[src/hw/rtl/srrw_pkg.sv]
// Shared types and codes for the selective-repeat receiver window.
// No dependencies.
package srrw_pkg;

    typedef enum logic [1:0] {
        KIND_ACK   = 2'd0,
        KIND_DONE  = 2'd1,
        KIND_ABORT = 2'd2
    } result_kind_t;

    typedef enum logic {
        OP_DATA    = 1'b0,
        OP_TIMEOUT = 1'b1
    } opcode_t;

    localparam logic [5:0] WINDOW_RESET = 6'd32;

    typedef struct packed {
        result_kind_t kind;
        logic [31:0]  ack_sequence;
        logic [31:0]  sack_bitmap;
        logic         store_chunk;
        logic [31:0]  chunk_index;
        logic [9:0]   payload_bytes;
    } result_t;

endpackage

[src/hw/rtl/selective_repeat_receiver_window_top.sv]
// Selective-repeat receiver window: source filter, SACK bitmap and window slide.
// Results are registered; one arriving while another waits goes to the skid register.
// Throughput: one input transfer per cycle; output register plus skid register keep
// input flowing while a result waits, s_ready drops only when both are full.
// Reset (aresetn low, synchronous): window state, source latch and buffer cleared,
// window length returns to 32. Depends on srrw_pkg.
module selective_repeat_receiver_window_top #(
    parameter int unsigned MAX_WINDOW   = 32,
    parameter int unsigned CHUNK_BYTES  = 1000,
    parameter int unsigned HEADER_BYTES = 4
) (
    input  logic        aclk,
    input  logic        aresetn,

    input  logic        cfg_wr_en,
    input  logic [5:0]  cfg_wr_data,

    input  logic        s_valid,
    output logic        s_ready,
    input  logic        s_opcode,
    input  logic [31:0] s_sequence_number,
    input  logic [9:0]  s_packet_length,
    input  logic [31:0] s_source_address,
    input  logic [15:0] s_source_port,

    output logic        m_valid,
    input  logic        m_ready,
    output logic [1:0]  m_result_kind,
    output logic [31:0] m_ack_sequence,
    output logic [31:0] m_sack_bitmap,
    output logic        m_store_chunk,
    output logic [31:0] m_chunk_index,
    output logic [9:0]  m_payload_bytes
);

    localparam logic [5:0]  MAX_WIN  = 6'(MAX_WINDOW);
    localparam logic [16:0] FULL_LEN = 17'(HEADER_BYTES + CHUNK_BYTES);
    localparam logic [9:0]  HDR_LEN  = 10'(HEADER_BYTES);
    localparam logic [15:0] CHUNK_LEN = 16'(CHUNK_BYTES);

    logic [5:0]  win_len_reg;
    logic [31:0] expected_reg,  expected_next;
    logic [31:0] bitmap_reg,    bitmap_next;
    logic        last_seen_reg, last_seen_next;
    logic        latched_reg,   latched_next;
    logic [31:0] lat_addr_reg,  lat_addr_next;
    logic [15:0] lat_port_reg,  lat_port_next;

    logic                 out_valid_reg, out_valid_next;
    logic                 skid_valid_reg, skid_valid_next;
    srrw_pkg::result_t    out_reg, out_next;
    srrw_pkg::result_t    skid_reg, skid_next;

    logic                 accept;
    logic                 pop;
    logic                 push;
    srrw_pkg::result_t    res;

    logic [5:0]  win_eff;
    logic [31:0] seq_gap;
    logic [4:0]  bit_idx;
    logic        ahead;
    logic        behind;
    logic        in_win;
    logic        src_ok;
    logic        short_pkt;
    logic [9:0]  bytes_raw;
    logic [9:0]  bytes;
    logic [5:0]  slide;
    logic [5:0]  trail_ones;

    assign s_ready = !skid_valid_reg;
    assign accept  = s_valid && s_ready;
    assign pop     = out_valid_reg && m_ready;

    always_comb begin
        if (win_len_reg == 6'd0) begin
            win_eff = 6'd1;
        end else if (win_len_reg > MAX_WIN) begin
            win_eff = MAX_WIN;
        end else begin
            win_eff = win_len_reg;
        end
    end

    assign seq_gap   = s_sequence_number - expected_reg;
    assign bit_idx   = 5'(seq_gap - 32'd1);
    assign ahead     = s_sequence_number > expected_reg;
    assign behind    = s_sequence_number < expected_reg;
    assign in_win    = seq_gap < {26'd0, win_eff};
    assign src_ok    = !latched_reg ||
                       (s_source_address == lat_addr_reg && s_source_port == lat_port_reg);
    assign short_pkt = {7'd0, s_packet_length} < FULL_LEN;
    assign bytes_raw = (s_packet_length > HDR_LEN) ? (s_packet_length - HDR_LEN) : 10'd0;
    assign bytes     = ({6'd0, bytes_raw} > CHUNK_LEN) ? CHUNK_LEN[9:0] : bytes_raw;

    // trailing run of set bits; slide is that run plus one, capped at the window
    always_comb begin
        trail_ones = 6'd32;
        for (int i = 31; i >= 0; i--) begin
            if (!bitmap_reg[i]) begin
                trail_ones = 6'(i);
            end
        end
        slide = (trail_ones < win_eff) ? (trail_ones + 6'd1) : win_eff;
    end

    always_comb begin
        expected_next  = expected_reg;
        bitmap_next    = bitmap_reg;
        last_seen_next = last_seen_reg;
        latched_next   = latched_reg;
        lat_addr_next  = lat_addr_reg;
        lat_port_next  = lat_port_reg;
        push           = 1'b0;
        res.kind          = srrw_pkg::KIND_ACK;
        res.ack_sequence  = expected_reg;
        res.sack_bitmap   = bitmap_reg;
        res.store_chunk   = 1'b0;
        res.chunk_index   = 32'd0;
        res.payload_bytes = 10'd0;
        if (accept) begin
            if (s_opcode == srrw_pkg::OP_TIMEOUT) begin
                push     = 1'b1;
                res.kind = last_seen_reg ? srrw_pkg::KIND_DONE : srrw_pkg::KIND_ABORT;
            end else begin
                if (!latched_reg) begin
                    latched_next  = 1'b1;
                    lat_addr_next = s_source_address;
                    lat_port_next = s_source_port;
                end
                if (src_ok) begin
                    push = 1'b1;
                    if (short_pkt) begin
                        last_seen_next = 1'b1;
                    end
                    if (ahead) begin
                        if (in_win) begin
                            bitmap_next       = bitmap_reg | (32'd1 << bit_idx);
                            res.store_chunk   = 1'b1;
                            res.chunk_index   = s_sequence_number;
                            res.payload_bytes = bytes;
                        end
                    end else if (!behind) begin
                        expected_next     = expected_reg + {26'd0, slide};
                        bitmap_next       = bitmap_reg >> slide;
                        res.store_chunk   = 1'b1;
                        res.chunk_index   = s_sequence_number;
                        res.payload_bytes = bytes;
                    end
                    res.ack_sequence = expected_next;
                    res.sack_bitmap  = bitmap_next;
                end
            end
        end
    end

    // two-entry in-order output buffer
    always_comb begin
        out_valid_next  = out_valid_reg;
        skid_valid_next = skid_valid_reg;
        out_next        = out_reg;
        skid_next       = skid_reg;
        if (pop) begin
            if (skid_valid_reg) begin
                out_next        = skid_reg;
                skid_valid_next = 1'b0;
            end else begin
                out_valid_next = push;
                out_next       = res;
            end
        end else if (push) begin
            if (!out_valid_reg) begin
                out_valid_next = 1'b1;
                out_next       = res;
            end else begin
                skid_valid_next = 1'b1;
                skid_next       = res;
            end
        end
    end

    always_ff @(posedge aclk) begin
        if (!aresetn) begin
            win_len_reg     <= srrw_pkg::WINDOW_RESET;
            expected_reg    <= 32'd0;
            bitmap_reg      <= 32'd0;
            last_seen_reg   <= 1'b0;
            latched_reg     <= 1'b0;
            lat_addr_reg    <= 32'd0;
            lat_port_reg    <= 16'd0;
            out_valid_reg   <= 1'b0;
            skid_valid_reg  <= 1'b0;
        end else begin
            if (cfg_wr_en) begin
                win_len_reg <= cfg_wr_data;
            end
            expected_reg    <= expected_next;
            bitmap_reg      <= bitmap_next;
            last_seen_reg   <= last_seen_next;
            latched_reg     <= latched_next;
            lat_addr_reg    <= lat_addr_next;
            lat_port_reg    <= lat_port_next;
            out_valid_reg   <= out_valid_next;
            skid_valid_reg  <= skid_valid_next;
        end
    end

    always_ff @(posedge aclk) begin
        out_reg  <= out_next;
        skid_reg <= skid_next;
    end

    assign m_valid         = out_valid_reg;
    assign m_result_kind   = out_reg.kind;
    assign m_ack_sequence  = out_reg.ack_sequence;
    assign m_sack_bitmap   = out_reg.sack_bitmap;
    assign m_store_chunk   = out_reg.store_chunk;
    assign m_chunk_index   = out_reg.chunk_index;
    assign m_payload_bytes = out_reg.payload_bytes;

    a_skid_needs_out: assert property (@(posedge aclk) disable iff (!aresetn)
        skid_valid_reg |-> out_valid_reg)
        else $error("skid entry held without output entry");

    a_bitmap_top_clear: assert property (@(posedge aclk) disable iff (!aresetn)
        !bitmap_reg[31])
        else $error("bitmap bit beyond window set");

    a_nostore_zero: assert property (@(posedge aclk) disable iff (!aresetn)
        (m_valid && !m_store_chunk) |-> (m_chunk_index == 32'd0 && m_payload_bytes == 10'd0))
        else $error("non-store result carries chunk fields");

    a_store_is_ack: assert property (@(posedge aclk) disable iff (!aresetn)
        (m_valid && m_store_chunk) |-> (m_result_kind == srrw_pkg::KIND_ACK))
        else $error("store flagged on timeout result");

    a_result_held: assert property (@(posedge aclk) disable iff (!aresetn)
        (m_valid && !m_ready) |=> (m_valid && $stable(out_reg)))
        else $error("pending result changed");

endmodule
[config.mk]
export PLATFORM = sky130hd
export DESIGN_NAME = selective_repeat_receiver_window_top
export DESIGN_NICKNAME = d
export VERILOG_FILES = /design/src/hw/rtl/srrw_pkg.sv /design/src/hw/rtl/selective_repeat_receiver_window_top.sv
export SDC_FILE = /design/constraint.sdc
export NUM_CORES = 1
export LEC_CHECK = 0
export BUFFER_PORTS_ARGS = -buffer_cell sky130_fd_sc_hd__buf_2
export CELL_PAD_IN_SITES_DETAIL_PLACEMENT = 1
export CELL_PAD_IN_SITES_GLOBAL_PLACEMENT = 2
export CORE_ASPECT_RATIO = 0.9
export CORE_MARGIN = 2
export CORE_UTILIZATION = 34
export DETAILED_ROUTE_END_ITERATION = 7
export PLACE_DENSITY_LB_ADDON = 0.05
export SLEW_MARGIN = 40
export SYNTH_ARGS = -nofsm -noshare
export SYNTH_HDL_FRONTEND = slang
export SYNTH_SLANG_ARGS = --single-unit
[constraint.sdc]
create_clock -name aclk -period 11.85 [get_ports aclk]
set_input_delay 2.9625 -clock aclk [delete_from_list [all_inputs] [get_ports aclk]]
set_output_delay 2.9625 -clock aclk [all_outputs]
set_load 0.05 [all_outputs]
==> run metrics, run 1 <==
status=complete, no violations; top_reg_cell synth=edfxtp_1; Yosys reg bits=340; routability cong.=around 0.91; Ys Warns=0; die width=between 200 and 300 um; IO buf count=approximately 210; grt ovf=0; post-placement worst setup slack=around 2.9 ns; first-pass GRT wire length=roughly 110000 um; clk root buf=clkbuf_16; vias in the first global route=16721; Critical Path Slowest Stage Cell=or4_1; drt wl/cell=roughly 23 um; ant diodes=0; Post-synth ARST share=0; initial antenna violation count=1; top-level port count=roughly 210; dpl hpwl=around 51000 um; # hold bufs at CTS=0; worst setup path class=in -> reg; fin crit period=8.45 ns; Critical Path RT=between 10 and 15 ns; syn nets=2207; Std-Cell Rows=83; Initial Utilization=0.343; WP data arrival=between 8 and 9 ns; peak supply drop=between 0.08 and 0.09 mV; RSZ-0062 raised after global routing=no; number of flops mapped to enable cells by yosys=~220; total power=slightly below 3000 uW; Bufs and invs on worst path=5; max incr delay on CP=around 0.76 ns; Vias/cell=~5.5; CTS sink count=340; DRT Pass-1 Iters=5; Largest delay share family, worst path=simple AND/OR/NAND/NOR gates; clock transition at the registers of the reported paths=0.06 ns; Clock Skew=0.0165 ns; fill cell count=6469; CTS Buf Count=40; Clk Latency, worst-skew pair=0.56 ns; critical path capture point type=flop; final max-slew violation count=0; maximum clock rate=118 MHz; initial drt markers=1072; Final Net Count=about 2400; Final Hold Vio Count=0; Netlist cell types=87; Area Overhead vs Synth=16.0%; pin count of the biggest net entering global routing=79; GRT Total Usage=0.230; max reg flops=109; Core Region=~57000 sq um; power per cell area=approximately 130 nW/um^2; final setup fails=0; vias=16515; crit-path max FO=22; H-tree depth=2; CP startpoint kind=primary input; final setup TNS=0 ns; Max-Cap Viols=0; CP Cell Sequence=buf_2 > inv_1 > ha_1 > inv_1 > fa_1 > and3_1 > nor2_1 > xor2_1 > clkinv_1 > ha_1 > a21oi_1 > o221ai_1 > nor4_1 > o211ai_1 > a2111oi_0 > nand4_1 > or4_1 > a21oi_4 > buf_4 > and2_1 > a21o_1; Post-DP Area=approximately 21000 sq um; CTS max path bufs=3; sequential-to-total area share from yosys stat=0.459; synthesized area=around 20000 sq um; Post-CTS Setup Inserts=0; crit share post-route=0.713; Mapped Cells=2049; Rel. slew slack=0.460; share of cells above drive strength 1=0.171; Final WS setup=3.40 ns; # DRC=0; P_leak=about 0.0091 uW; Slew @ Worst Pin=between 0.8 and 0.9 ns; CTS tree=built; Resized Gates After CTS=0; Final ANT Viol Nets=0; die area=just under 60000 sq um; Post-Syn Area per Cell=about 9.5 sq um; Routed WL=69200 um; HP Class=reg -> reg; Die Height=around 230 um; Final Instance Area=around 23000 sq um
## path summary, 6_finish.rpt
check	from	to	slack (ns)	cells after the start
setup / recovery	s_sequence_number[0]	m_chunk_index[15]$_DFFE_PP_	3.40	21
hold / removal	lat_addr_reg[26]$_SDFFE_PN0P_	lat_addr_reg[26]$_SDFFE_PN0P_	0.46	2
setup reg to reg	bitmap_reg[13]$_SDFFE_PN0P_	m_ack_sequence[28]$_DFFE_PP_	4.60	22
hold reg to reg	lat_addr_reg[26]$_SDFFE_PN0P_	lat_addr_reg[26]$_SDFFE_PN0P_	0.46	2
## logic make-up (layout without fill, tap and decap cells)
logic type,Yosys count,count (layout),synth area share
and+or+nand+nor,761,761,0.189
AOI/OAI and AO/OA,472,472,0.159
DFF,340,340,0.459
buffers and inverters,211,398,0.0428
muxes,105,105,0.0666
xor gates and xnor gates,104,104,0.0466
adders and majority gates,56,56,0.0366
## routing by layer
layer | vias up | track usage | part of all wire
met2 | 394 | 0.364 | 0.45
li1 | 7762 | - | -
met4 | 0 | 0.0547 | 0.020
met3 | 79 | 0.0285 | 0.042
met5 | - | 0 | 0
met1 | 8280 | 0.333 | 0.48
## power breakdown
group / switching, uW / internal (uW) / total [uW]
clock network: 506 / 717 / 1220
registers: 19.4 / 1310 / 1330
logic: 314 / 110 / 424
total: 839 / 2140 / 2980
## layout by cell type, fill, tap and decap left out, types with 11 or more instances in the layout
cell type  instances
a211oi_1          17
nand2_1          226
nor2_1           170
o22ai_1           18
o21ai_0           59
nand3_1           54
mux2i_1           57
buf_2            213
inv_1             83
buf_4             15
and4_1            11
mux4_2            17
clkbuf_1          14
o211ai_1          17
mux2_2            31
nand4_1           33
a21oi_1          138
xnor2_1           45
clkbuf_16         40
a31oi_1           27
a21o_1            71
xor2_1            59
nor3_1            52
nor4_1            28
edfxtp_1         218
o21a_1            16
and3_1            30
dfxtp_1          122
ha_1              54
nand2b_1          13
and2_1            86
## stage by stage
step                      cells  utilization  hold WS [ns]
after global routing       3001        0.398         0.488
after global placement     2924        0.373         0.453
after detailed placement   2927        0.375         0.460
after floorplan            2049            -         0.448
final                      3001        0.398         0.465
after CTS                  2999        0.397         0.469
## Yosys cell counts (all sizes together) (7+ instances only)
master	number	area share
nor4	29	0.0096
nor2	173	0.033
and3	30	0.0096
a21oi	140	0.037
and2	88	0.028
a31oi	27	0.0086
nand4	33	0.011
nor2b	11	0.0035
nor3	55	0.015
o211ai	17	0.0065
a22oi	7	0.0027
edfxtp	218	0.33
xnor2	45	0.020
ha	54	0.035
nand3	55	0.014
a21boi	8	0.0033
dfxtp	122	0.12
mux2	31	0.018
xor2	59	0.026
clkbuf	98	0.019
inv	88	0.017
o31ai	10	0.0038
or2	7	0.0022
a21o	71	0.027
and4	11	0.0049
a211oi	17	0.0065
o21a	17	0.0066
buf	23	0.0065
mux2i	57	0.029
a311oi	8	0.0036
mux4	17	0.020
o21ai	69	0.018
nand2	229	0.044
o22ai	18	0.0058
or3	9	0.0029
nand2b	14	0.0045
## area by class of cell
class	count	area, sq um	area share
Multi-Input combinational cell	1498	9830	0.433
Sequential cell	340	8990	0.396
Timing Repair Buffer	236	1310	0.0579
Clock buffer	58	1110	0.0488
Tap cell	765	957	0.0422
Inverter	90	340	0.0150
Clock inverter	14	165	0.00727
## worst register-to-register path: stages, from the launching register on
cell	delay, ns
dfxtp_1	0.65
nand4_1	0.32
a211oi_1	0.44
o21bai_1	0.19
nand2_1	0.15
inv_1	0.09
ha_1	0.27
and4_1	0.28
nand2_1	0.11
a2111oi_2	0.61
nor2_2	0.18
mux2_2	0.51
clkinv_1	0.75
ha_1	0.58
inv_1	0.07
o21bai_1	0.16
a21oi_1	0.15
or3_1	0.42
inv_1	0.21
nand2_1	0.21
nor3_1	0.22
xnor2_1	0.15
mux2_2	0.28
(Power assumes the default switching activity.)
==> run 2: changes to the inputs <==
Settings changed: ABC_AREA from default to 1, CORE_UTILIZATION 34 to 35.
Clock period 11.85 ns to 8.55 ns, I/O delays scaled along.
==> run 2 against run 1 <==
Cell area is 3.0% lower. Die area decreased by 5.9%. Hold slack improved by 0.023 ns. Synthesized cell count rose by 15%. Largest power group unchanged. Sequential power is 44% higher. Clock skew is 0.015 ns higher. Sequential share of layout area grew 1.2 points.
==> run metrics, run 2 <==
commonest non-fill, non-tap cell in the layout=nand2_1; Final WS setup=1.10 ns (-2.30 ns); Critical Path Slowest Stage Cell=dfxtp_1; # DRC=0 (unchanged); Std-Cell Rows=80 (-3.6%); WP data arrival=7.75 ns (-1.12 ns); Area Overhead vs Synth=16.3%; Setup crit start=bitmap_reg[31]$_SDFFE_PN0P_; fin crit period=roughly 7.5 ns; Die Height=225 um (-3.0%); Bufs and invs on worst path=5 (unchanged); CTS Buf Count=41 (+2.5%); dpl hpwl=48500 um (-4.5%); Max-Cap Viols=0 (unchanged); # hold bufs at CTS=0 (unchanged); Synth area leader=edfxtp_1; synthesized area=18900 sq um (-3.3%); Post-CTS Setup Inserts=0 (unchanged); Post-Syn Area per Cell=8.04 sq um (-16%); commonest cells in the netlist=nand2_1 (407), nor2_1 (376), inv_1 (265); Yosys reg bits=340 (unchanged); IO buf count=212 (unchanged); Post-DP Area=20600 sq um (-3.4%); Initial Utilization=0.355 (+0.0123); max incr delay on CP=0.52 ns (-0.24 ns); vias=16851 (+2.0%); post-placement worst setup slack=0.742 ns (-2.14 ns); Core Region=53300 sq um (-6.6%); P_leak=0.00977 uW (+7.7%); Rel. slew slack=0.476 (+0.0154); Synth area leaders=edfxtp_1 (35%), dfxtp_1 (13%), nand2_1 (8.1%), nor2_1 (7.5%), nand3_1 (6.6%); drt wl/cell=20.2 um (-12%); Final Instance Area=22000 sq um (-3.0%); Clock Skew=0.0312 ns (+0.0147 ns); CP startpoint kind=flop; Final Net Count=2695 (+14%); Final ANT Viol Nets=0 (unchanged); register share of total power=0.430 (-0.016); peak supply drop=0.120 mV (+35%); Ys Warns=0 (unchanged); Vias/cell=5.16 (-6.3%); Routed WL=66000 um (-4.7%); syn nets=2513 (+14%); most common cell in the netlist=nand2_1; commonest cells after routing, fill and taps aside=nand2_1 (407), nor2_1 (374), inv_1 (263); number of flops mapped to enable cells by yosys=218 (unchanged); sequential-to-total area share from yosys stat=0.475 (+0.0155); Net Sw Frac=0.306 (+0.0236); Clk Latency, worst-skew pair=0.59 ns (+0.03 ns); dpl cells=3190 (+9.0%); first-pass GRT wire length=102000 um (-3.2%); power per cell area=202 nW/um^2 (+54%); top-level port count=213 (unchanged); Layout Cells excl Fill=3268 (+8.9%); initial antenna violation count=7 (+6); CTS tree=built; clock transition at the registers of the reported paths=0.06 ns (about the same); Clk network pwr share=0.396 (-0.015); share of cells above drive strength 1=0.133 (-0.0381); CTS max path bufs=3 (unchanged); Hold WS=0.487 ns (+0.0226 ns); cell-internal power=3090 uW (+45%); Post-synth ARST share=0 (unchanged); final setup fails=0 (unchanged); Hold Path Origin=last_seen_reg$_SDFFE_PN0P_; routability cong.=0.891 (-2.1%); Resized Gates After CTS=0 (unchanged); die area=56000 sq um (-5.9%); Mapped Cells=2355 (+15%); Netlist cell types=55 (-37%); HP Class=reg -> reg; Synth top area share=0.346 (+0.0113); most used cell, CP=nand2_1; die width=249 um (-3.0%); GRT Total Usage=0.235 (+0.00567); Slew @ Worst Pin=0.767 ns (-0.0385 ns); grt ovf=0 (unchanged); top_reg_cell synth=edfxtp_1; DRT Pass-1 Iters=5 (unchanged); status=complete, no violations; final setup TNS=0 ns (unchanged); Largest delay share family, worst path=simple AND/OR/NAND/NOR gates; Final Hold Vio Count=0 (unchanged); vias in the first global route=17131 (+2.5%); max reg flops=109 (unchanged); clk root buf=clkbuf_16; RSZ-0062 raised after global routing=no; worst setup path class=reg -> reg; pin count of the biggest net entering global routing=110 (+39%); sw power=1360 uW (+62%); final max-slew violation count=0 (unchanged); Critical Path RT=8.85 ns (-3.42 ns); crit-path max FO=29 (+32%); fill cell count=6448 (-0.32%); combinational share of power=0.173 (+0.030); initial drt markers=1249 (+17%); CTS sink count=340 (unchanged); H-tree depth=2 (unchanged); critical path capture point type=flop; maximum clock rate=approximately 130 MHz; crit share post-route=0.872; RR Startpoint=bitmap_reg[31]$_SDFFE_PN0P_
run 2: cell count changes in the layout (fill, tap and decap cells not counted), moves of 29 or more:
cell     change
and2_1      -85
mux2_2      -30
mux2i_1     -57
a21o_1      -66
a21oi_1     -47
and3_1      -29
nand2_1    +181
nor2_1     +204
inv_1      +180
o21ai_0     +64
nand3_1    +194
run 2: tightest hold or removal path, cell delays in order, from the launching register on:
cell and delay (ns):
dfxtp_1 0.31, inv_1 0.06, a21oi_1 0.06
run 2: final timing paths:
| check | endpoint | slack [ns] | cells after the start |
|---|---|---|---|
| max | m_ack_sequence[29]$_DFFE_PP_ | 1.10 | 53 |
| min reg2reg | last_seen_reg$_SDFFE_PN0P_ | 0.49 | 2 |
| max reg2reg | m_ack_sequence[29]$_DFFE_PP_ | 1.10 | 53 |
| min | last_seen_reg$_SDFFE_PN0P_ | 0.49 | 2 |
run 2: final cells by class:
type	count	area (sq um)	share of cell area
diodes	2	5.00	0.000227
clock buffers	59	1110	0.0506
clock inverters	16	235	0.0107
inverters	275	1040	0.0471
multi-input cells	1648	8520	0.387
flip-flops and latches	340	8990	0.408
well taps	697	872	0.0396
repair buffers	231	1250	0.0567
run 2: logic make-up (layout without fill, tap and decap cells):
family / after synthesis / in the layout / share of synthesized area
AO/OA/AOI/OAI: 315 / 315 / 0.0950
flip-flops: 340 / 340 / 0.475
adder cells (fa/ha/maj): 56 / 56 / 0.0378
other: 0 / 2 / 0
multiplexers: 1 / 1 / 0.000595
buffers and inverters: 367 / 581 / 0.0779
AND/OR/NAND/NOR: 1171 / 1171 / 0.265
XOR/XNOR: 105 / 105 / 0.0486
run 2: metrics by stage:
| step | power [uW] | utilization |
|---|---|---|
| 3_3_place_gp | 2710 | 0.387 |
| 4_1_cts | 4500 | 0.413 |
| 2_1_floorplan | 2470 | - |
| 3_5_place_dp | 2720 | 0.388 |
| 5_1_grt | 4640 | 0.413 |
| 6_report | 4450 | 0.413 |
run 2: routing by layer:
layer  part of all wire  global-route usage  vias up
met5            0.00071                   0        -
met2               0.41               0.345      386
li1                   -                   -     8220
met4              0.014              0.0445        8
met3              0.060              0.0484       70
met1               0.52               0.357     8167
run 2: power groups by stage:
stage	Sequential (uW)	Clock [uW]	Combinational, uW
floorplan	2110	0	365
global placement	1950	0	762
detailed placement	1950	0	771
CTS	1910	1810	774
global route	1920	1880	843
finish	1910	1760	771
==> run 3: changes to the inputs <==
Settings changed: ABC_AREA 1 to default, CORE_UTILIZATION 35 to 38.
==> run 3 against run 2 <==
Maximum frequency rose by 0.71%. Cell area rose by 3.4%. Flip-flop and latch count did not move. Total power fell by 8.9%. Setup slack improved by 0.052 ns. Via count fell by 0.43%. Die area fell by 4.7%. First-iteration DRC count fell by 6.6%. Critical endpoint is now m_payload_bytes[6]$_DFFE_PP_. Count of clock-buffer cells in the layout fell by 4. Clock power fell by 9%. Sequential share of layout area fell by 1.3 points.
==> run metrics, run 3 (synthesis results as in run 1) <==
status=complete, no violations; GRT Total Usage=0.261 (+0.0251); pin count of the biggest net entering global routing=110 (unchanged); Slew @ Worst Pin=0.825 ns (+0.0580 ns); crit share post-route=0.865 (-0.00611); crit-path max FO=19 (-34%); Core Region=50700 sq um (-4.9%); Vias/cell=5.71 (+11%); Critical Path Slowest Stage Cell=or4_1; combinational share of power=0.147 (-0.026); IO buf count=212 (unchanged); maximum clock rate=135 MHz (+0.71%); H-tree depth=2 (unchanged); CP startpoint kind=primary input; CTS sink count=340 (unchanged); clk root buf=clkbuf_16; Final ANT Viol Nets=0 (unchanged); Routed WL=69900 um (+5.9%); Final WS setup=1.15 ns (+0.0523 ns); met3 wire length=3740 um (-6.1%); max incr delay on CP=0.77 ns (+0.25 ns); vias=16778 (-0.43%); Std-Cell Rows=78 (-2.5%); vias in the first global route=17002 (-0.75%); Die Height=219 um (-2.4%); Final Hold Vio Count=0 (unchanged); die area=53300 sq um (-4.7%); grt ovf=0 (unchanged); CP Cell Sequence=buf_2 > inv_1 > ha_1 > inv_1 > fa_1 > and3_1 > nor2_1 > xor2_1 > clkinv_1 > ha_1 > a21oi_1 > o221ai_1 > nor4_1 > o211ai_1 > a2111oi_0 > nand4_1 > or4_1 > a21oi_4 > nand2_1 > nor2_1 > a21o_1; cell-internal power=2900 uW (-6.1%); Max-Cap Viols=0 (unchanged); Clk Latency, worst-skew pair=0.56 ns (-0.03 ns); first-pass GRT wire length=107000 um (+4.3%); fin crit period=7.40 ns (-0.0523 ns); Clock Skew=0.0234 ns (-0.00776 ns); post-placement worst setup slack=0.566 ns (-0.176 ns); max reg flops=109 (unchanged); total power=4060 uW (-8.9%); HP Class=reg -> reg; peak supply drop=0.139 mV (+16%); commonest cells after routing, fill and taps aside=nand2_1 (228), edfxtp_1 (218), buf_2 (215); routability cong.=0.950 (+6.7%); # hold bufs at CTS=0 (unchanged); DRT Pass-1 Iters=7 (+2); register share of total power=0.455 (+0.025); Clk network pwr share=0.398 (+0.002); Area Overhead vs Synth=16.3% (about the same); Critical Path RT=8.96 ns (+0.11 ns); Final Net Count=2383 (-12%); final setup TNS=0 ns (unchanged); dpl cells=2864 (-10%); Initial Utilization=0.386 (+0.0308); Layout Cells excl Fill=2938 (-10%); met2 wire len=32000 um (+19%); drt wl/cell=23.8 um (+18%); max layer used=met5; RSZ-0062 raised after global routing=no; Net Sw Frac=0.285 (-0.0208); WP data arrival=7.81 ns (+0.06 ns); die width=243 um (-2.4%); final setup fails=0 (unchanged); P_leak=0.00919 uW (-6.0%); share of cells above drive strength 1=0.178 (+0.0450); critical path capture point type=flop; final max-slew violation count=0 (unchanged); # DRC=0 (unchanged); worst setup path class=in -> reg; Rel. slew slack=0.449 (-0.0267); power per cell area=178 nW/um^2 (-12%); dpl hpwl=51100 um (+5.2%); Resized Gates After CTS=0 (unchanged); sw power=1150 uW (-15%); initial drt markers=1166 (-6.6%); CTS max path bufs=3 (unchanged); CTS tree=built; fill cell count=5768 (-11%); initial antenna violation count=3 (-4); Post-CTS Setup Inserts=0 (unchanged); top-level port count=213 (unchanged); R2R setup slack=1.83 ns (+0.73 ns); CTS Buf Count=39 (-4.9%); commonest non-fill, non-tap cell in the layout=nand2_1; Met1 Wirelength=32600 um (-4.4%); clock transition at the registers of the reported paths=0.06 ns (about the same)
run 3: cell types whose count changed in the layout (fill, tap and decap cells not counted), moves of 47 or more:
cell,change
nor2_1,-204
nand3_1,-194
nand2_1,-179
inv_1,-178
and2_1,+84
a21o_1,+66
o21ai_0,-64
mux2i_1,+57
a21oi_1,+47
run 3: routing by layer:
metal | global-route usage | vias up
met3 | 0.0373 | 93
met2 | 0.416 | 477
met5 | 0 | -
met4 | 0.0714 | 4
li1 | - | 7816
met1 | 0.369 | 8388
run 3: final timing paths:
path                                  from  cells past startpoint                             to
min          lat_addr_reg[13]$_SDFFE_PN0P_                      2  lat_addr_reg[13]$_SDFFE_PN0P_
max reg2reg    bitmap_reg[22]$_SDFFE_PN0P_                     23   m_ack_sequence[24]$_DFFE_PP_
min reg2reg  lat_addr_reg[13]$_SDFFE_PN0P_                      2  lat_addr_reg[13]$_SDFFE_PN0P_
max                   s_sequence_number[0]                     21   m_payload_bytes[6]$_DFFE_PP_
run 3: layout make-up:
type	instances	area, sq um	share of cell area
Timing Repair Buffer	256	1530	0.0672
Clock inverter	17	130	0.00572
Inverter	90	340	0.0150
Sequential cell	340	8990	0.395
Tap cell	680	851	0.0374
Clock buffer	55	1090	0.0478
Multi-Input combinational cell	1498	9830	0.432
Antenna cell	2	5.00	0.000220
run 3: per-stage QoR:
step	hold slack [ns]	utilization	cell area, sq um
4_1_cts	0.467	0.449	22700
3_3_place_gp	0.453	0.421	21300
6_report	0.465	0.449	22800
3_5_place_dp	0.459	0.425	21500
5_1_grt	0.487	0.449	22800
2_1_floorplan	0.448	-	19600
run 3: critical path, delay by kind of cell:
family,cells,cell delay (ns)
buf+inv,4,0.66
compound gates,6,1.51
xor+xnor,1,0.46
simple gates,7,2.03
fa+ha+maj,3,0.98
run 3: power groups by stage:
stage | registers (uW) | clock network [uW] | logic, uW
6_report | 1840 | 1610 | 597
5_1_grt | 1850 | 1720 | 639
4_1_cts | 1850 | 1660 | 597
3_5_place_dp | 1880 | 0 | 595
3_3_place_gp | 1880 | 0 | 579
2_1_floorplan | 2030 | 0 | 235
